**config.mk**
```make
export PLATFORM = sky130hd
export DESIGN_NAME = lsc_div_cell
export DESIGN_NICKNAME = d
export VERILOG_FILES = /design/src/rtl/core/lsc_pkg.sv /design/src/rtl/core/lsc_div_cell.sv
export SDC_FILE = /design/constraint.sdc
export NUM_CORES = 1
export LEC_CHECK = 0
export BUFFER_PORTS_ARGS = -buffer_cell sky130_fd_sc_hd__buf_2
export CAP_MARGIN = 20
export CORE_AREA = 2 2 214 216
export DETAILED_ROUTE_END_ITERATION = 8
export DIE_AREA = 0 0 216 218
export GPL_ROUTABILITY_DRIVEN = 0
export HOLD_SLACK_MARGIN = 0.15
export PLACE_DENSITY_LB_ADDON = 0.3
export SYNTH_ARGS = -nofsm -noshare
export SYNTH_HDL_FRONTEND = slang
export SYNTH_SLANG_ARGS = --single-unit
```
**constraint.sdc**
```tcl
create_clock -name clk -period 10 [get_ports clk]
set_input_delay 0.5 -clock clk [delete_from_list [all_inputs] [get_ports clk]]
set_output_delay 0.5 -clock clk [all_outputs]
set_load 0.01 [all_outputs]
```
**src/rtl/core/lsc_pkg.sv**
```systemverilog
// ----------------------------------------------------------------------------
// lsc_pkg
// Shared widths, edge codes and the beat types that move down the clipper.
// ----------------------------------------------------------------------------
package lsc_pkg;

  localparam int CoordBits = 16;
  localparam int FracBits  = 16;
  localparam int TBits     = FracBits + 1;
  localparam int NumLanes  = 4;

  // Edge classification
  localparam logic [1:0] KIND_NONE  = 2'd0;
  localparam logic [1:0] KIND_ENTER = 2'd1;
  localparam logic [1:0] KIND_EXIT  = 2'd2;

  localparam logic [TBits-1:0] T_ONE = {1'b1, {FracBits{1'b0}}};

  typedef struct packed {
    logic [1:0]           kind;
    logic                 sat;
    logic [CoordBits-1:0] den;
    logic [CoordBits-1:0] rem;
    logic [FracBits-1:0]  quo;
  } lane_t;

  typedef struct packed {
    lane_t [NumLanes-1:0]        lane;
    logic                        reject;
    logic signed [CoordBits-1:0] x1;
    logic signed [CoordBits-1:0] y1;
    logic signed [CoordBits:0]   dx;
    logic signed [CoordBits:0]   dy;
  } seg_t;

endpackage

```
**src/rtl/core/lsc_div_cell.sv**
```systemverilog
// ----------------------------------------------------------------------------
// lsc_div_cell
// One restoring-division step: one quotient bit for each of the four lanes.
// ----------------------------------------------------------------------------
module lsc_div_cell (
  input  logic          clk,
  input  logic          rst_n,
  input  logic          in_vld,
  output logic          in_rdy,
  input  lsc_pkg::seg_t in_seg,
  output logic          out_vld,
  input  logic          out_rdy,
  output lsc_pkg::seg_t out_seg
);

  localparam int CB = lsc_pkg::CoordBits;
  localparam int FB = lsc_pkg::FracBits;

  logic          vld_r;
  lsc_pkg::seg_t seg_r;
  lsc_pkg::seg_t seg_nxt;

  always_comb begin
    logic [CB:0] sh;
    logic [CB:0] diff;
    logic        ge;
    seg_nxt = in_seg;
    for (int i = 0; i < lsc_pkg::NumLanes; i++) begin
      sh   = {in_seg.lane[i].rem, 1'b0};
      diff = sh - {1'b0, in_seg.lane[i].den};
      ge   = (sh >= {1'b0, in_seg.lane[i].den});
      seg_nxt.lane[i].rem = ge ? diff[CB-1:0] : sh[CB-1:0];
      seg_nxt.lane[i].quo = {in_seg.lane[i].quo[FB-2:0], ge};
    end
  end

  assign in_rdy = ~vld_r | out_rdy;

  always_ff @(posedge clk) begin
    if (!rst_n) begin
      vld_r <= 1'b0;
    end else if (in_rdy) begin
      vld_r <= in_vld;
    end
  end

  always_ff @(posedge clk) begin
    if (in_rdy) begin
      seg_r <= seg_nxt;
    end
  end

  assign out_vld = vld_r;
  assign out_seg = seg_r;

endmodule

```
=== Yosys cells after proc, flatten, opt, wreduce, memory -nomap -nowiden ===
Cells that the tools add are included.
W data, S select, Z words.

* Register bits: 272
* Output and inout port bits: 273
* Word-level logic and storage cells: 44
* Input port bits: 275

* Magnitude comparators: 4
* Add/sub/neg operators: 4
* Multiplexer cells: 4
* Bitwise operators: 2

{| class="wikitable"
|+ Operators with widths
! operator !! number
|-
| $ge A17 B16 Y1 || 4
|-
| $mux W16 || 4
|-
| $sub A16 B16 Y16 || 4
|-
| $not A1 Y1 || 1
|-
| $or A1 B1 Y1 || 1
|}

=== Logic depth before layout (Yosys ltp) ===
Gate-level depths: netlist (run 1).

* Depth in word-level cells: 2
* Depth in mapped cells: 11
* Depth with buffers taken out: 10

=== Worst setup path before layout (run 1) ===
Ideal clock, no wire load.

* Path kind: input -> register
* From: in out_rdy
* To: reg vld_r (netlist: out_vld)
* Required time: 9.556 ns
* Data arrival time: 7.660 ns
* Setup time: 0.444 ns
* Stages on the path: 2
* Path slack: 1.896 ns
* Buffers on the path: 0
* Cells stage by stage: nand2b_1 -> a21boi_0

* Cells in the longest elaborated chain, start to end: 1

{| class="wikitable"
|+ RTL lines
! what !! RTL line !! RTL
|-
| from (decl) || lsc_div_cell.sv:12 || <nowiki>input logic out_rdy,</nowiki>
|-
| $or A1 B1 Y1 || lsc_div_cell.sv:37 || <nowiki>assign in_rdy = ~vld_r | out_rdy;</nowiki>
|-
| to (signal assigned) || lsc_div_cell.sv:43 || <nowiki>vld_r <= in_vld;</nowiki>
|-
| to (decl) || lsc_div_cell.sv:19 || <nowiki>logic vld_r;</nowiki>
|}

No other way between the ends.
A chain may end at the register's enable or synchronous reset.

==> results of run 1 <==
[placed cells by master (no fill, tap or decap), drive strengths merged, types with 13 or more instances in the layout]
cell	netlist	routed
o21ai	33	33
ha	64	64
edfxtp	271	271
mux2	45	45
inv	84	85
nor2	45	45
o21a	13	13
clkbuf	4	34
xnor2	29	29
a21o	13	13
buf	3	550
nand2	31	31
dlygate4sd3	0	202
a21oi	55	55
nand3	15	15
[worst max-delay path, cell delays in order]
cell and delay, ns:
dlygate4sd3_1 0.52, buf_2 0.11, inv_1 0.04, ha_1 0.34
a21o_1 0.22, a211oi_2 0.32, a21oi_2 0.16, o2bb2ai_4 0.23
a211oi_2 0.11, a2111oi_4 0.72, buf_4 0.34, mux2_2 0.35
[state kept, by name, indices dropped and copies added, names as in the netlist]
name / count
out_seg: 271
out_vld: 1
[stage by stage]
step | util (%) | hold WS, ns | power, mW
3_3_place_gp | 35.0 | 0.677 | 1.99
3_5_place_dp | 35.0 | 0.678 | 1.99
2_1_floorplan | - | 0.599 | 1.76
5_1_grt | 41.8 | 0.171 | 3.34
6_report | 41.8 | 0.200 | 3.19
4_1_cts | 41.8 | 0.156 | 3.24
[area by class of cell]
class                           instances  area share (%)
Antenna cell                            4          0.0534
Clock buffer                           34            4.19
Clock inverter                         21            1.27
Inverter                               84            1.68
Multi-Input combinational cell        476            19.8
Sequential cell                       272            43.5
Tap cell                              600            4.00
Timing Repair Buffer                  752            25.5
[per-layer routing]
metal	global-route usage (%)	part of all wire (%)
met1	17.9	39
met2	27.7	50
met3	4.76	8.0
met4	5.11	2.7
met5	0	0.20
[cell families (layout without fill, tap and decap cells)]
| group | count (synthesis) | after routing |
|---|---|---|
| DFF | 272 | 272 |
| other | 0 | 4 |
| buffers and inverters | 91 | 891 |
| xor gates and xnor gates | 39 | 39 |
| adders and majority gates | 68 | 68 |
| muxes | 52 | 52 |
| and+or+nand+nor | 149 | 149 |
| AOI/OAI and AO/OA | 168 | 168 |
[where the power goes]
| part | switching [mW] | internal [mW] |
|---|---|---|
| combinational | 0.323 | 0.294 |
| clock | 0.463 | 0.691 |
| sequential | 0.0300 | 1.39 |
[Yosys cell counts (all sizes together), types with 6 or more instances]
cell type	instances
edfxtp	271
inv	84
ha	64
a21oi	55
mux2	45
nor2	45
o21ai	33
nand2	31
xnor2	29
nand3	15
a21o	13
o21a	13
nand2b	11
xor2	10
nor3	9
a211oi	7
mux2i	7
nor2b	7
o31a	7
nand4	6
[final timing paths]
kind | startpoint | cells past startpoint | end | slack, ns
min | in_seg[211] | 1 | out_seg[211] | 0.20
max reg2reg | out_vld | 3 | out_seg[221] | 7.23
max | in_seg[102] | 12 | out_seg[98] | 6.36
min reg2reg | out_vld | 1 | out_seg[4] | 1.22
==> metrics, run 1 <==
post-synthesis simple-gate area fraction=about 6.0%; post-synthesis mux area share=slightly below 5%; asr flop ratio synth=0%; cell count after synthesis=about 840; Filler cells=~4200; clk sink count=about 270; DIE AREA=47100 um2; skew final=a little over 0.008 ns; arrival time worst endpoint=slightly below 4 ns; Worst EP required=between 10 and 15 ns; H-tree depth=1; Post-Layout Cell Count=2243; Max FO, Critical Path=10; syn nets=1182; Area after DPL=15700 um2; Die Width=between 200 and 250 um; Post-Syn Area=12200 um2; main area contributors after synthesis=edfxtp_1 (67%), ha_1 (6.6%), mux2_2 (3.5%); Row Count=between 70 and 80; Worst slew margin=~36%; io pins=between 500 and 600; min Tclk post-route=3.64 ns; Crit. End Element=flop; max-cap viol count=0; number of flops mapped to enable cells by yosys=271; total CTS buffers=30; global-route wire length before repair=57.0 mm; Via Count=a little under 10000; CP Launch Type=input pin; WS Path Type=in2reg; initial core utilization=between 20% and 30%; Syn. warnings=0; RSZ-0062 raised after global routing=false; placed instance count=a little under 2000; register area=8160 um2; Compound-Gate Fraction of Synth Area=under 10%; multi-input logic area=approximately 3700 um2; routed len/inst=between 15 and 20 um; Post-Route Setup TNS=0 ns; Slew @ Worst Pin=between 0.9 and 1 ns; Avg Cell Area, Syn=14.6 um2; Max Fclk=275 MHz; Post-Place Setup Slack=6.30 ns; Yosys top cell area share=between 60% and 70%; CTS tree=yes; #FFs+latches synth=between 200 and 300; Worst Hold Class=in2reg; post-synthesis adder-cell area fraction=slightly above 7%; Initial DRC Count=roughly 480; CTS Hold Bufs=roughly 200; DRC=0; Max clock buf depth=3; final worst slack=~6.4 ns; Post-Synth XOR/XNOR Area=2.80%; I/O Buffers=approximately 540; HPWL after detailed placement=around 29 mm; layout cells sized above 1=between 40% and 50%; die height=218 um; vias in the first global route=about 10000; root buf cell=clkbuf_16; period utilization=between 30% and 40%; design area=between 15000 and 20000 um2; nets=1959; sequential-to-total area share from yosys stat=66.8%; core area=approximately 45000 um2; largest family of logic cells by synthesized area=compound AO/OA/AOI/OAI gates; Leak=between 8 and 9 nW; area growth from synthesis to layout=53.6%; GRT Total Usage=between 10% and 20%; router iterations before antenna repair=6; largest net degree at the start of global routing=roughly 70; cell taking the most area after synthesis=edfxtp_1; Worst VDD drop=about 180 uV; Post CTS Setup Buffer Count=0; status=finished, final reports clean; Final Setup Violations=0; Via density=approximately 4.4; fin. max-slew vios=0; Worst-path clk slew=roughly 0.060 ns; final hold vios=0; initial antenna violation count=11; Power Density=170 nW/um2; number of cells upsized or downsized after cts=0; Routed Antenna Nets=0; Primary FF master, synth=edfxtp_1; Synth cell types=64; overall routed net length=between 30 and 40 mm; GRT overflow=0; clk_lat worst skew=about 0.57 ns
No activity file was read; power rests on OpenSTA's default activity.
==> run 2, diff against run 1 <==
==> constraint.sdc (replaced) <==
create_clock -name clk -period 3.5 [get_ports clk]
set_input_delay 0.175 -clock clk [delete_from_list [all_inputs] [get_ports clk]]
set_output_delay 0.175 -clock clk [all_outputs]
set_load 0.01 [all_outputs]
==> run 2 against run 1 <==
  * Utilization up 1.5 points
  * Largest power group unchanged
  * Flip-flop and latch count unchanged
  * Total power rose to 2.9 times the previous value
  * Highest routed layer unchanged
  * Via count up 2.4%
  * Clock skew up 0.0050 ns
  * Critical path depth down 2
  * Clock power rose to 2.8 times the previous value
  * Cell count up 3.0%
  * Register-to-register slack worse by 5.5 ns
==> metrics, run 2 (same netlist as run 1, synthesis figures left out) <==
status=finished, final reports clean; Worst VDD drop=353 uV (+96%); Via Count=10100 (+2.4%); root buf cell=clkbuf_16; WS Path Type=in2reg; Worst EP required=3.82 ns (-6.50 ns); Largest register FFs=271 (unchanged); Final Setup Violations=0 (unchanged); commonest non-fill, non-tap cells in the layout=buf_2 (543), edfxtp_1 (271), dlygate4sd3_1 (267); max incr delay on CP=0.80 ns (+0.08 ns); vias in the first global route=10400 (+4.3%); Worst Hold Class=in2reg; Die Width=216 um (unchanged); CTS tree=yes; Max FO, Critical Path=21 (+11); most common cell after layout, fill and taps aside=buf_2; slowest stage cell on the critical path=o21ai_2; Power Density=470 nW/um2 (+180%); area growth from synthesis to layout=59.2%; I/O Buffers=543 (unchanged); clk_lat worst skew=0.58 ns (about the same); DIE AREA=47100 um2 (unchanged); die height=218 um (unchanged); overall routed net length=40.7 mm (+3.9%); GRT Total Usage=16.3% (+0.66 points); max-cap viol count=0 (unchanged); min Tclk post-route=just over 3 ns; Via density=4.36 (-0.61%); Top delay family on crit path=compound AO/OA/AOI/OAI gates; Routed Antenna Nets=0 (unchanged); Slew @ Worst Pin=1.01 ns (+0.0486 ns); largest net degree at the start of global routing=75 (+4.2%); initial antenna violation count=5 (-6); Row Count=78 (unchanged); Filler cells=4087 (-2.5%); core area=44900 um2 (unchanged); RSZ-0062 raised after global routing=false; Global Route met2 Usage=29.8% (+2.1 points); nets=2026 (+3.4%); GRT overflow=0 (unchanged); clk sink count=272 (unchanged); routing usage on met1=18.4% (+0.50 points); sum of buffers and inverters on the critical path=2 (-2); routed len/inst=17.6 um (+0.91%); skew final=0.0130 ns (+0.00497 ns); Post-Place Setup Slack=0.371 ns (-5.93 ns); Crit. End Element=flop; layout cells sized above 1=38.5% (-1.5 points); Worst slew margin=32.4% (-3.2 points); H-tree depth=1 (unchanged); HPWL after detailed placement=29.9 mm (+1.9%); total CTS buffers=31 (+3.3%); initial core utilization=27.2% (unchanged); crit path cell chain=dlygate4sd3_1, buf_2, ha_1, o21a_1, o31a_1, o31a_1, o41a_1, a21oi_1, o21ai_2, mux2_2; io pins=548 (unchanged); period utilization=approximately 87%; arrival time worst endpoint=3.36 ns (-0.60 ns); fin. max-slew vios=0 (unchanged); Leak=8.64 nW (+3.5%); DRC=0 (unchanged); Worst-path clk slew=0.06 ns (about the same); Max clock buf depth=3 (unchanged); router iterations before antenna repair=6 (unchanged); CP dominant cell by count=o31a_1; CP Launch Type=input pin; GRT busiest layer=met2; number of cells upsized or downsized after cts=0 (unchanged); Max Fclk=roughly 330 MHz; global-route wire length before repair=59.3 mm (+4.1%); Post-Route Setup TNS=0 ns (unchanged); Initial DRC Count=437 (-8.6%); final hold vios=0 (unchanged); GR Util met3=4.10% (-0.66 points); final worst slack=0.458 ns (-5.91 ns)
## run 2: timing repair
item / in CTS / in global routing
setup buffers: 0 / 0
hold endpoints to repair: 269 / 0
hold buffers: 267 / 0
## run 2: final cells by class
cell class / instances / area [um2] / share of cell area (%)
Tap cell: 600 / 751 / 3.86
Antenna cell: 3 / 7.51 / 0.0386
Clock buffer: 35 / 791 / 4.07
Inverter: 84 / 315 / 1.62
Multi-Input combinational cell: 476 / 3710 / 19.1
Clock inverter: 22 / 223 / 1.15
Timing Repair Buffer: 818 / 5490 / 28.2
Sequential cell: 272 / 8160 / 42.0
## run 2: power breakdown
part	internal, mW	total, mW	switching (mW)
Clock	1.91	3.25	1.34
Sequential	3.97	4.05	0.0885
Combinational	0.894	1.83	0.939
Total	6.77	9.14	2.37
## run 2: through the flow
stage	cell area (um2)	hold WS, ns	util [%]	instances	power, mW
global route	19400	0.248	43.3	2308	9.58
global placement	15700	0.352	35.1	1983	5.69
floorplan	12200	0.274	-	839	5.00
CTS	19400	0.174	43.3	2307	9.28
finish	19400	0.199	43.3	2310	9.14
detailed placement	15700	0.353	35.1	1983	5.71
## run 2: per-layer routing
layer	vias to the layer above	share of wire, %	wire (um)
met2	358	51	20900
li1	4842	-	-
met1	4798	39	15700
met5	-	0.098	40
met3	70	7.1	2910
met4	6	2.9	1200
## run 2: worst reg2reg max path, delay by kind of cell (launching register included)
| family | cells | cell delay (ns) |
|---|---|---|
| AOI/OAI and AO/OA | 1 | 0.23 |
| DFF | 1 | 0.34 |
| and+or+nand+nor | 1 | 0.53 |
| buffers and inverters | 1 | 0.60 |
## run 2: final timing paths
kind                                   from            to  slack (ns)  cells past startpoint
worst max-delay path            in_seg[186]  out_seg[189]        0.46                     10
worst min-delay path            in_seg[251]  out_seg[249]        0.20                      4
worst max register to register      out_vld       out_vld        1.69                      3
worst min register to register      out_vld  out_seg[168]        1.10                      1
