`src/rtl/core/lsc_pkg.sv`:
```
// ----------------------------------------------------------------------------
// lsc_pkg
// Shared widths, edge codes and the beat types that move down the clipper.
// ----------------------------------------------------------------------------
package lsc_pkg;

  localparam int CoordBits = 16;
  localparam int FracBits  = 16;
  localparam int TBits     = FracBits + 1;
  localparam int NumLanes  = 4;

  // Edge classification
  localparam logic [1:0] KIND_NONE  = 2'd0;
  localparam logic [1:0] KIND_ENTER = 2'd1;
  localparam logic [1:0] KIND_EXIT  = 2'd2;

  localparam logic [TBits-1:0] T_ONE = {1'b1, {FracBits{1'b0}}};

  typedef struct packed {
    logic [1:0]           kind;
    logic                 sat;
    logic [CoordBits-1:0] den;
    logic [CoordBits-1:0] rem;
    logic [FracBits-1:0]  quo;
  } lane_t;

  typedef struct packed {
    lane_t [NumLanes-1:0]        lane;
    logic                        reject;
    logic signed [CoordBits-1:0] x1;
    logic signed [CoordBits-1:0] y1;
    logic signed [CoordBits:0]   dx;
    logic signed [CoordBits:0]   dy;
  } seg_t;

endpackage

```
`src/rtl/core/lsc_front.sv`:
```
// ----------------------------------------------------------------------------
// lsc_front
// Edge setup: form p and q per window edge and seed the divider lanes.
// ----------------------------------------------------------------------------
module lsc_front (
  input  logic                                 clk,
  input  logic                                 rst_n,
  input  logic signed [lsc_pkg::CoordBits-1:0] win_x_min,
  input  logic signed [lsc_pkg::CoordBits-1:0] win_y_min,
  input  logic signed [lsc_pkg::CoordBits-1:0] win_x_max,
  input  logic signed [lsc_pkg::CoordBits-1:0] win_y_max,
  input  logic                                 in_vld,
  output logic                                 in_rdy,
  input  logic signed [lsc_pkg::CoordBits-1:0] sx,
  input  logic signed [lsc_pkg::CoordBits-1:0] sy,
  input  logic signed [lsc_pkg::CoordBits-1:0] ex,
  input  logic signed [lsc_pkg::CoordBits-1:0] ey,
  output logic                                 out_vld,
  input  logic                                 out_rdy,
  output lsc_pkg::seg_t                        out_seg
);

  localparam int CB = lsc_pkg::CoordBits;

  logic                 vld_r;
  lsc_pkg::seg_t        seg_r;
  lsc_pkg::seg_t        seg_nxt;
  logic signed [CB:0]   p [lsc_pkg::NumLanes];
  logic signed [CB:0]   q [lsc_pkg::NumLanes];
  logic signed [CB:0]   dx;
  logic signed [CB:0]   dy;

  assign dx = $signed({ex[CB-1], ex}) - $signed({sx[CB-1], sx});
  assign dy = $signed({ey[CB-1], ey}) - $signed({sy[CB-1], sy});

  always_comb begin
    p[0] = -dx;
    q[0] = $signed({sx[CB-1], sx}) - $signed({win_x_min[CB-1], win_x_min});
    p[1] = dx;
    q[1] = $signed({win_x_max[CB-1], win_x_max}) - $signed({sx[CB-1], sx});
    p[2] = -dy;
    q[2] = $signed({sy[CB-1], sy}) - $signed({win_y_min[CB-1], win_y_min});
    p[3] = dy;
    q[3] = $signed({win_y_max[CB-1], win_y_max}) - $signed({sy[CB-1], sy});
  end

  always_comb begin
    logic [CB:0] pa;
    logic [CB:0] qa;
    seg_nxt.reject = 1'b0;
    seg_nxt.x1     = sx;
    seg_nxt.y1     = sy;
    seg_nxt.dx     = dx;
    seg_nxt.dy     = dy;
    for (int i = 0; i < lsc_pkg::NumLanes; i++) begin
      pa = p[i][CB] ? -p[i] : p[i];
      qa = q[i][CB] ? -q[i] : q[i];
      seg_nxt.lane[i].kind = lsc_pkg::KIND_NONE;
      seg_nxt.lane[i].den  = pa[CB-1:0];
      seg_nxt.lane[i].rem  = qa[CB-1:0];
      seg_nxt.lane[i].quo  = '0;
      seg_nxt.lane[i].sat  = (qa[CB-1:0] >= pa[CB-1:0]);
      if (p[i] == '0) begin
        if (q[i][CB]) seg_nxt.reject = 1'b1;
      end else if (p[i][CB]) begin
        if (q[i][CB]) seg_nxt.lane[i].kind = lsc_pkg::KIND_ENTER;
      end else begin
        if (q[i][CB]) seg_nxt.reject = 1'b1;
        else seg_nxt.lane[i].kind = lsc_pkg::KIND_EXIT;
      end
      // a saturated lane divides nothing
      if (seg_nxt.lane[i].sat) seg_nxt.lane[i].rem = '0;
    end
  end

  assign in_rdy = ~vld_r | out_rdy;

  always_ff @(posedge clk) begin
    if (!rst_n) begin
      vld_r <= 1'b0;
    end else if (in_rdy) begin
      vld_r <= in_vld;
    end
  end

  always_ff @(posedge clk) begin
    if (in_rdy) begin
      seg_r <= seg_nxt;
    end
  end

  assign out_vld = vld_r;
  assign out_seg = seg_r;

endmodule

```
`config.mk`:
```
export PLATFORM = sky130hd
export DESIGN_NAME = lsc_front
export DESIGN_NICKNAME = d
export VERILOG_FILES = /design/src/rtl/core/lsc_pkg.sv /design/src/rtl/core/lsc_front.sv
export SDC_FILE = /design/constraint.sdc
export NUM_CORES = 1
export LEC_CHECK = 0
export BUFFER_PORTS_ARGS = -buffer_cell sky130_fd_sc_hd__buf_2
export CORE_ASPECT_RATIO = 0.8
export CORE_MARGIN = 2
export CORE_UTILIZATION = 55
export DETAILED_ROUTE_END_ITERATION = 8
export GPL_ROUTABILITY_DRIVEN = 0
export GPL_TIMING_DRIVEN = 0
export PLACE_DENSITY = 0.81
export SKIP_CTS_REPAIR_TIMING = 1
export SYNTH_ARGS = -nofsm -noshare
export SYNTH_HDL_FRONTEND = slang
export SYNTH_SLANG_ARGS = --single-unit
```
`constraint.sdc`:
```
create_clock -name clk -period 10.7 [get_ports clk]
set_input_delay 1.07 -clock clk [delete_from_list [all_inputs] [get_ports clk]]
set_output_delay 1.07 -clock clk [all_outputs]
set_load 0.03 [all_outputs]
```
Word level (Yosys, flattened, before mapping). Index checks and enable logic that the tools add are counted.

$add $sub $neg: 14. $lt $le $gt $ge: 4. Multiplexer cells: 32. Bitwise operators: 2. Reduce and logical (&&, ||, !) cells: 4.

Operators with widths (number): 2-to-1 mux 16 bit (8); subtractor 16 x 16 -> 17 bit (6); negator 16 bit (6); zero test 17 bit (4); >= comparator 16 bit (4); negator 17 bit (2); 2-to-1 mux 1 bit (16); 2-to-1 mux 2 bit (8); inverter 1 bit (1); bitwise OR 1 bit (1).

Register bits: 208.

Logic depth before layout (Yosys ltp). Gate-level depths: netlist of run 1.

Depth in word-level cells: 13. Mapped depth: 30. Depth with buffers taken out: 27.

Worst setup path after synthesis of run 1. OpenSTA, ideal clock, no wires.

Kind: input to register. Start point: input ey[0] (netlist name). End point: register seg_r (netlist bit out_seg[191]), data pin. Library setup time: 266 ps. Arrival time: 7162 ps. Data required time: 10434 ps. Path slack: 3272 ps. Cell stages on the path: 29. Path through: inv_1 ha_1 inv_1 fa_1 a21o_1 a21oi_2 xnor2_2 a211o_4 or4_4 or4_4 or4_4 or3_2 ha_1 buf_6 buf_6 nor2_1 xor2_1 inv_1 ha_1 a21o_1 a21oi_1 nor2b_1 o21ai_0 a21oi_1 o211ai_1 and3_1 o21ai_0 clkbuf_1 nor2b_1.

RTL lines: from (decl) (line lsc_front.sv:17) `input logic signed [lsc_pkg::CoordBits-1:0] ey,`; to (signal assigned) (line lsc_front.sv:88) `seg_r <= seg_nxt;`; to (decl) (line lsc_front.sv:26) `lsc_pkg::seg_t seg_r;`.

==> flow_summary.json, run 1 <==
{
  "stdcell_count": 2698,
  "synth_top_area_cell": "edfxtp_1",
  "postSynthCellCount": 1824,
  "cts.sink_count": 204,
  "syn2layout_area_growth_pct": 19.0,
  "drive_gt1_share_pct": 22.1,
  "final_common_cell": "buf_2",
  "core-area_um2": 31200,
  "synth_top_area_share_pct": 35.1,
  "final-max-slew-violation-count": 0,
  "async_flop_share_pct": 0,
  "synth_edf_count": 203,
  "crit_required_ps": 11080,
  "fill_cells": 2488,
  "antenna_found_initial": 5,
  "grt_max_degree": 76,
  "mostFrequentLayoutCells": "342 x buf_2, 203 x edfxtp_1, 171 x inv_1, 170 x ha_1, 137 x xnor2_1",
  "io_pins": 405,
  "grt_pass1_vias": 14400,
  "placed_cells": 2649,
  "vias": 15500,
  "min_period_ps": 8340,
  "crit_path_max_incr_delay_ps": 590,
  "wl_um": 49900,
  "status": "finished clean",
  "cp_max_fo": 10,
  "seqPwrFrac_pct": 29.7,
  "drtPass1Iterations": 6,
  "crit_path_end_kind": "flip-flop",
  "hold_path.class": "input pin to flip-flop",
  "yosysUniqueCellTypes": 94,
  "start_kind": "input pin",
  "tns_ps": 0,
  "drtIter0Drc": 1692,
  "yosysSeqAreaShare_pct": 35.3,
  "path_clk_slew_ps": 60,
  "grt_overflow": 0,
  "drc_errors": 0,
  "drv_cap": 0,
  "syn_area_per_cell_um2": 9.51,
  "die-area_um2": 33000,
  "leakagePower_nw": 9.51,
  "fin_skew_ps": 11.1,
  "p_switching_mw": 1.92,
  "critPathSlowestCell": "a211oi_1",
  "chipWidth_um": 203,
  "die_h_um": 163,
  "ir_worst_vdd_v": 0.000181,
  "htreeDepth": 1,
  "syn_area_um2": 17300,
  "intPower_mw": 2.39,
  "yosys_most_used_dff": "edfxtp_1",
  "via_per_inst": 5.75,
  "p_sw_share_pct": 44.4,
  "yosysWarnings": 0,
  "initial_utilization_pct": 55.6,
  "grt.total_usage_pct": 29.1,
  "multi_input_area_um2": 10100,
  "detail-route-antenna-nets": 0,
  "cts_buffer_depth": 3,
  "seqCellArea_um2": 6120,
  "pwr-share-comb_pct": 51.8,
  "slew-limit-headroom_pct": 9.36,
  "fin_crit_sh_pct": 77.9,
  "cts_root_buf": "clkbuf_16",
  "rsz0062_at_grt": "no",
  "synth_area_leaders": "edfxtp_1 35%, ha_1 12%, xnor2_1 6.9%",
  "tightest_slew_ps": 1340,
  "setup-violations-final": 0,
  "cts_buffers": 24,
  "grt_first_pass_wirelength_um": 75900,
  "io_buffers": 340,
  "std_cell_rows": 58,
  "cts_tree": "built",
  "clkPwrFrac_pct": 18.5,
  "synth_seq_cells": 204,
  "clk_latency_ps": 540,
  "powerDensity_nw_per_um2": 209,
  "wl_per_cell_um": 18.5,
  "fmax_ghz": 0.120,
  "final-hold-violation-count": 0,
  "arrival_ps": 8720,
  "path_class": "input pin to flip-flop",
  "layout.nets": 2563,
  "total_power_mw": 4.31,
  "dp.final_hpwl_um": 40300,
  "hold_ws_ps": 746
}
==> power groups by stage <==
stage          logic [mW]  registers [mW]  clock network, mW
3_5_place_dp         2.19            1.29                  0
6_report             2.23            1.28              0.797
2_1_floorplan        1.08            1.80                  0
4_1_cts              2.21            1.28              0.812
5_1_grt              2.41            1.30              0.834
3_3_place_gp         2.13            1.30                  0
==> synth_stat cells, drive strengths merged (5+ instances only) <==
master   number
ha          170
nor2b        74
nand3        35
o21bai       10
a211oi       20
nor3b         6
o211a         8
edfxtp      203
a21boi        5
nor2        116
nand4        19
a221oi        7
a21oi        93
o21a         22
o31ai        14
o311a         7
or4           6
a21o         57
nor3         42
a31oi        15
clkbuf       37
o22ai         7
fa            6
o311ai        8
o211ai       18
inv         173
nand2b       25
and2         21
mux2          5
and3         16
xnor2       139
nand2        86
nor4         17
or3          17
xor2         73
nand3b        6
a311oi        5
or2          11
buf          72
mux2i         5
o31a          7
o2111ai       9
a2111oi       7
o21ai        79
==> stage by stage <==
step	setup WS [ps]	area, um^2	util [%]
5_1_grt	1940	20600	66.1
3_3_place_gp	803	19800	63.5
4_1_cts	2480	20600	66.1
3_5_place_dp	1960	19900	63.7
2_1_floorplan	3270	17600	-
6_report	2360	20600	66.1
==> sequential cells by signal, indices dropped and copies added, names as in the netlist <==
name / count
out_seg: 203
out_vld: 1
==> worst paths after layout <==
kind,slack [ps],to,cells after the start,start
max,2360,out_seg[92]$_SDFFCE_PP0P_,30,sx[0]
min,750,out_seg[44]$_DFFE_PP_,1,sy[10]
max reg2reg,8890,out_seg[98]$_SDFFCE_PP0P_,2,out_vld$_SDFFE_PN0P_
min reg2reg,1200,out_seg[199]$_SDFFCE_PP0P_,1,out_vld$_SDFFE_PN0P_
==> kinds of logic after synthesis <==
family,synth area share [%]
adders and majority gates,13.0
AOI/OAI and AO/OA,16.9
muxes,0.613
DFF,35.3
other,0.0216
buffers and inverters,7.76
and+or+nand+nor,15.6
xor gates and xnor gates,10.9
==> layer usage <==
metal	up-vias	wire length, um	GRT usage (%)
li1	7342	-	-
met1	7232	23000	43.7
met2	815	20500	41.8
met3	114	4460	4.74
met4	0	2000	11.0
met5	-	0	0
==> cell type report <==
class                   count  share of cell area, %
repair buffers            342                   8.51
diodes                      5                 0.0606
multi-input cells        1400                   49.1
flip-flops and latches    204                   29.6
inverters                 174                   3.16
clock inverters            13                  0.479
well taps                 420                   2.55
clock buffers              31                   3.19
plain buffers             109                   3.35
==> critical path, delay by kind of cell <==
| kind | cells | cell delay, ps |
|---|---|---|
| AO/OA/AOI/OAI | 9 | 2110 |
| adder cells (fa/ha/maj) | 4 | 1310 |
| AND/OR/NAND/NOR | 9 | 1930 |
| XOR/XNOR | 2 | 600 |
| buffers and inverters | 6 | 1670 |
Note: power is estimated with default switching activity, not from simulation.
==> run 2: changes to the inputs <==
--- a/config.mk
+++ b/config.mk
@@ -5,14 +5,15 @@
 export SDC_FILE = /design/constraint.sdc
 export NUM_CORES = 1
 export LEC_CHECK = 0
+export ABC_AREA = 1
 export BUFFER_PORTS_ARGS = -buffer_cell sky130_fd_sc_hd__buf_2
 export CORE_ASPECT_RATIO = 0.8
 export CORE_MARGIN = 2
-export CORE_UTILIZATION = 55
+export CORE_UTILIZATION = 51
 export DETAILED_ROUTE_END_ITERATION = 8
 export GPL_ROUTABILITY_DRIVEN = 0
 export GPL_TIMING_DRIVEN = 0
-export PLACE_DENSITY = 0.81
+export PLACE_DENSITY = 0.79
 export SKIP_CTS_REPAIR_TIMING = 1
 export SYNTH_ARGS = -nofsm -noshare
 export SYNTH_HDL_FRONTEND = slang
==> constraint.sdc (replaced) <==
create_clock -name clk -period 7.4 [get_ports clk]
set_input_delay 0.74 -clock clk [delete_from_list [all_inputs] [get_ports clk]]
set_output_delay 0.74 -clock clk [all_outputs]
set_load 0.03 [all_outputs]
==> flow_summary.json, run 2 <==
{
  "status": "finished clean",
  "vias": 17800,
  "antenna_found_initial": 1,
  "dp.final_hpwl_um": 44400,
  "rsz0062_at_grt": "no",
  "setup-violations-final": 0,
  "via_per_inst": 5.37,
  "synth_edf_count": 203,
  "use_met2_pct": 41.3,
  "powerDensity_nw_per_um2": 288,
  "largest_reg_flops": 203,
  "drv_cap": 0,
  "layout.nets": 3135,
  "drtIter0Drc": 1729,
  "tns_ps": 0,
  "cp_max_fo": 10,
  "fin_crit_sh_pct": 83.9,
  "synth_xor_area_share_pct": 4.52,
  "multi_input_area_um2": 9860,
  "gr-usage-met1_pct": 42.6,
  "async_flop_share_pct": 0,
  "syn_area_um2": 18000,
  "final_cell_area_um2": 21400,
  "critPathSlowestCell": "fa_1",
  "synthAdderAreaFrac_pct": 12.5,
  "wl_per_cell_um": 16.5,
  "syn2layout_area_growth_pct": 18.9,
  "path_class": "input pin to flip-flop",
  "synth_common_cells": "603 x nand2_1, 405 x inv_1, 203 x edfxtp_1",
  "synth_simple_gate_area_share_pct": 27.3,
  "slew-limit-headroom_pct": 43.4,
  "io_pins": 405,
  "p_sw_share_pct": 46.2,
  "placed_cell_area_um2": 20600,
  "postSynthCellCount": 2395,
  "drc_errors": 0,
  "cp_common_cell": "nand2_1",
  "fill_cells": 3024,
  "grt_overflow": 0,
  "seqCellArea_um2": 6120,
  "gr-max-usage-layer": "met1",
  "std_cell_rows": 61,
  "synth_seq_cells": 204,
  "num_antenna_cells": 0,
  "final-hold-violation-count": 0,
  "clkPwrFrac_pct": 19.6,
  "path_clk_slew_ps": 60,
  "initial_utilization_pct": 51.7,
  "fin_skew_ps": 13.7,
  "detail-route-antenna-nets": 0,
  "cts_root_buf": "clkbuf_16",
  "intPower_mw": 3.32,
  "cts_buffers": 24,
  "drtPass1Iterations": 6,
  "synth_compound_area_share_pct": 9.19,
  "drive_gt1_share_pct": 20.0,
  "crit_path_max_incr_delay_ps": 590,
  "synth_area_leaders": "edfxtp_1 34%, nand2_1 13%, ha_1 12%",
  "final-max-slew-violation-count": 0,
  "clk_latency_ps": 540,
  "io_buffers": 340,
  "chipWidth_um": 214,
  "syn_area_per_cell_um2": 7.50,
  "die-area_um2": 36800,
  "yosysUniqueCellTypes": 57,
  "synth.area.mux_share_pct": 0,
  "tightest_slew_ps": 840,
  "seqPwrFrac_pct": 29.5,
  "synth_top_area_cell": "edfxtp_1",
  "mostFrequentLayoutCells": "602 x nand2_1, 405 x inv_1, 347 x buf_2, 203 x edfxtp_1, 175 x nor2_1",
  "total_power_mw": 6.16,
  "cts.sink_count": 204,
  "grt.total_usage_pct": 28.5,
  "start_kind": "input pin",
  "cts_buffer_depth": 3,
  "core-area_um2": 34700,
  "post-synth-top-count-cell": "nand2_1",
  "die_h_um": 172,
  "grt_pass1_vias": 15800,
  "crit_required_ps": 7650,
  "grt_max_degree": 67,
  "ir_worst_vdd_v": 0.000242,
  "min_period_ps": 6210,
  "htreeDepth": 1,
  "crit_path_end_kind": "flip-flop",
  "leakagePower_nw": 11.5,
  "synth_top_family_by_area": "simple AND/OR/NAND/NOR gates",
  "wl_um": 54600,
  "yosys_most_used_dff": "edfxtp_1",
  "arrival_ps": 6450,
  "fmax_ghz": 0.161,
  "yosysSeqAreaShare_pct": 34.0,
  "p_switching_mw": 2.84,
  "cts_tree": "built",
  "pwr-share-comb_pct": 50.9,
  "met3_usage_pct": 5.32,
  "hold_ws_ps": 421,
  "hold_path.class": "input pin to flip-flop",
  "grt_first_pass_wirelength_um": 82000,
  "synth_top_area_share_pct": 33.9,
  "final_common_cell": "nand2_1",
  "yosysWarnings": 0
}
==> run 2: cell count changes after synthesis, moves of 59 or more <==
cell     before  now
nand2_1      86  603
inv_1       171  405
nand3_1      35  157
xnor2_1     137   22
nor2b_1      73    2
nor2_1      116  175
==> run 2: metal layers <==
layer	wire length [um]	vias to the layer above
li1	-	8555
met1	24900	8154
met2	22600	983
met3	5570	97
met4	1530	2
met5	13	-
==> run 2: cells by family after synthesis <==
group                      after synthesis
DFF                                    204
and+or+nand+nor                       1109
buffers and inverters                  517
xor gates and xnor gates                88
adders and majority gates              176
AOI/OAI and AO/OA                      300
other                                    1
==> run 2: final timing paths <==
| path | depth (start not counted) | end | from | slack [ps] |
|---|---|---|---|---|
| setup / recovery | 31 | out_seg[85]$_SDFFCE_PP0P_ | sx[0] | 1190 |
| hold / removal | 1 | out_seg[58]$_DFFE_PP_ | sx[8] | 420 |
| setup reg to reg | 3 | out_seg[240]$_SDFFCE_PP0P_ | out_vld$_SDFFE_PN0P_ | 5640 |
| hold reg to reg | 1 | out_seg[162]$_DFFE_PP_ | out_vld$_SDFFE_PN0P_ | 950 |
==> run 2: power by group through the flow <==
stage	clock, mW	combinational, mW	sequential, mW
2_1_floorplan	0	1.50	2.51
3_3_place_gp	0	2.98	1.85
3_5_place_dp	0	3.07	1.83
4_1_cts	1.23	3.09	1.82
5_1_grt	1.28	3.42	1.85
6_report	1.21	3.13	1.82
==> run 2: through the flow <==
step | worst slack [ps] | instances | utilization [%]
after floorplan | 1420 | 2458 | -
after global placement | -1200 | 3270 | 59.0
after detailed placement | 814 | 3273 | 59.3
after CTS | 1360 | 3315 | 61.5
after global routing | 781 | 3315 | 61.5
final | 1190 | 3315 | 61.5
==> run 2: final cells by class <==
cell class              instances  share of cell area, %
plain buffers                  88                   2.92
flip-flops and latches        204                   28.6
inverters                     429                   7.54
clock buffers                  30                   3.02
clock inverters                12                  0.650
multi-input cells            1737                   46.2
repair buffers                343                   8.32
well taps                     472                   2.76
==> run 2: worst max-delay path: cells and delay by family <==
family,cells,cell delay [ps]
buf+inv,5,1320
fa+ha+maj,5,1690
compound gates,5,1170
simple gates,16,1520
==> run 3: changes to the inputs <==
--- a/config.mk
+++ b/config.mk
@@ -9,11 +9,11 @@
 export BUFFER_PORTS_ARGS = -buffer_cell sky130_fd_sc_hd__buf_2
 export CORE_ASPECT_RATIO = 0.8
 export CORE_MARGIN = 2
-export CORE_UTILIZATION = 51
+export CORE_UTILIZATION = 55
 export DETAILED_ROUTE_END_ITERATION = 8
 export GPL_ROUTABILITY_DRIVEN = 0
 export GPL_TIMING_DRIVEN = 0
-export PLACE_DENSITY = 0.79
+export PLACE_DENSITY = 0.81
 export SKIP_CTS_REPAIR_TIMING = 1
 export SYNTH_ARGS = -nofsm -noshare
 export SYNTH_HDL_FRONTEND = slang
==> constraint.sdc (replaced) <==
create_clock -name clk -period 5.9 [get_ports clk]
set_input_delay 0.59 -clock clk [delete_from_list [all_inputs] [get_ports clk]]
set_output_delay 0.59 -clock clk [all_outputs]
set_load 0.03 [all_outputs]
==> flow_summary.json, run 3 (same netlist as run 2, synthesis figures left out) <==
{
  "p_sw_share_pct": 46.0,
  "dp.final_hpwl_um": 43800,
  "cp_common_cell": "inv_1",
  "leakagePower_nw": 11.5,
  "powerDensity_nw_per_um2": 361,
  "tns_ps": 0,
  "core-area_um2": 32300,
  "largest_reg_flops": 203,
  "dp_slack_ps": -738,
  "ir_worst_vdd_v": 0.000253,
  "grt_first_pass_wirelength_um": 82200,
  "final_cell_area_um2": 21300,
  "r2r_slack_ps": 4150,
  "grt_overflow": 0,
  "drc_errors": 0,
  "tightest_slew_ps": 718,
  "die_h_um": 166,
  "die-area_um2": 34100,
  "drv_cap": 0,
  "final_common_cell": "nand2_1",
  "fin_skew_ps": 15.9,
  "wl_per_cell_um": 16.2,
  "critPathSlowestCell": "fa_1",
  "hold_depth": 1,
  "antenna_found_initial": 0,
  "final-max-slew-violation-count": 0,
  "ff2ff_path_depth": 3,
  "pwr-share-comb_pct": 51.0,
  "chipWidth_um": 206,
  "rsz0062_at_grt": "no",
  "grt.total_usage_pct": 30.3,
  "crit_path_max_incr_delay_ps": 530,
  "drtIter0Drc": 1710,
  "hold_path.class": "input pin to flip-flop",
  "setup-violations-final": 0,
  "cts_buffer_depth": 3,
  "cp_max_fo": 10,
  "clkPwrFrac_pct": 19.4,
  "via_per_inst": 5.40,
  "drtPass1Iterations": 6,
  "syn2layout_area_growth_pct": 18.6,
  "status": "finished clean",
  "path_clk_slew_ps": 70,
  "start_kind": "input pin",
  "final-hold-violation-count": 0,
  "holdCritStartpoint": "sy[6]",
  "p_switching_mw": 3.54,
  "initial_utilization_pct": 55.6,
  "layout.nets": 3134,
  "placed_cell_area_um2": 20500,
  "path_class": "input pin to flip-flop",
  "clk_latency_ps": 520,
  "cts.sink_count": 204,
  "whs_endpoint": "out_seg[40]$_DFFE_PP_",
  "min_period_ps": 5580,
  "crit_required_ps": 6170,
  "slew-limit-headroom_pct": 51.6,
  "cts_root_buf": "clkbuf_16",
  "hold_ws_ps": 281,
  "drive_gt1_share_pct": 20.3,
  "htreeDepth": 1,
  "io_pins": 405,
  "vias": 17600,
  "fmax_ghz": 0.179,
  "std_cell_rows": 59,
  "arrival_ps": 5850,
  "intPower_mw": 4.15,
  "io_buffers": 340,
  "wl_um": 53000,
  "timing.rr.start": "out_vld$_SDFFE_PN0P_",
  "grt_max_degree": 69,
  "detail-route-antenna-nets": 0,
  "seqPwrFrac_pct": 29.7,
  "cts_buffers": 23,
  "crit_path_end_kind": "flip-flop",
  "grt_pass1_vias": 16000,
  "fin_ws_ps": 316,
  "total_power_mw": 7.70,
  "num_antenna_cells": 0,
  "mostFrequentLayoutCells": "602 x nand2_1, 405 x inv_1, 348 x buf_2, 203 x edfxtp_1, 175 x nor2_1",
  "fin_crit_sh_pct": 94.6,
  "cts_tree": "built",
  "worstReg2RegEnd": "out_seg[104]$_DFFE_PP_"
}
==> run 3: cell count changes in the layout (fill, tap and decap cells not counted), sizes merged <==
cell,delta
buf,+1
bufinv,+1
clkbuf,-5
clkinv,+2
clkinvlp,-1
==> run 3: power by group through the flow <==
stage          logic [mW]  clock network [mW]  registers (mW)
2_1_floorplan        1.88                   0            3.14
6_report             3.92                1.49            2.28
4_1_cts              3.87                1.51            2.29
3_3_place_gp         3.73                   0            2.31
3_5_place_dp         3.85                   0            2.30
5_1_grt              4.29                1.57            2.32
==> run 3: per-stage QoR <==
step	utilization (%)	std cells
3_3_place_gp	63.2	3225
4_1_cts	65.8	3268
2_1_floorplan	-	2458
5_1_grt	65.9	3268
3_5_place_dp	63.5	3228
6_report	65.9	3268
==> run 3: final cells by class <==
class                      count  area, um^2
tap                          427         534
buffer                        88         627
clock inverter                14         179
multi-input combinational   1737        9870
timing repair buffer         343        1780
sequential                   204        6120
clock buffer                  26         587
inverter                     429        1610
fill                        2780       11000
==> run 3: routing by layer <==
| layer | vias to the layer above | wire [um] | track usage (%) |
|---|---|---|---|
| li1 | 8556 | - | - |
| met4 | 0 | 1820 | 9.41 |
| met2 | 887 | 22200 | 44.8 |
| met5 | - | 0 | 0 |
| met1 | 8088 | 23700 | 45.4 |
| met3 | 104 | 5240 | 4.68 |
==> run 3: how the worst max path moves through the flow <==
stage | start | slack [ps] | to | cells after the start
after floorplan | out_rdy | 90 | out_vld$_SDFFE_PN0P_ | 3
after global placement | out_rdy | -2520 | out_vld$_SDFFE_PN0P_ | 4
after detailed placement | sx[0] | -740 | out_seg[84]$_SDFFCE_PP0P_ | 33
after CTS | sx[0] | -210 | out_seg[84]$_SDFFCE_PP0P_ | 33
after global routing | sy[0] | 3 | out_seg[191]$_SDFFCE_PP0P_ | 30
final | sy[0] | 320 | out_seg[189]$_SDFFCE_PP0P_ | 33
==> run 3: worst max-delay path: cells and delay by family <==
family | cells | cell delay [ps]
simple gates | 17 | 2220
buf+inv | 11 | 1420
fa+ha+maj | 5 | 1620
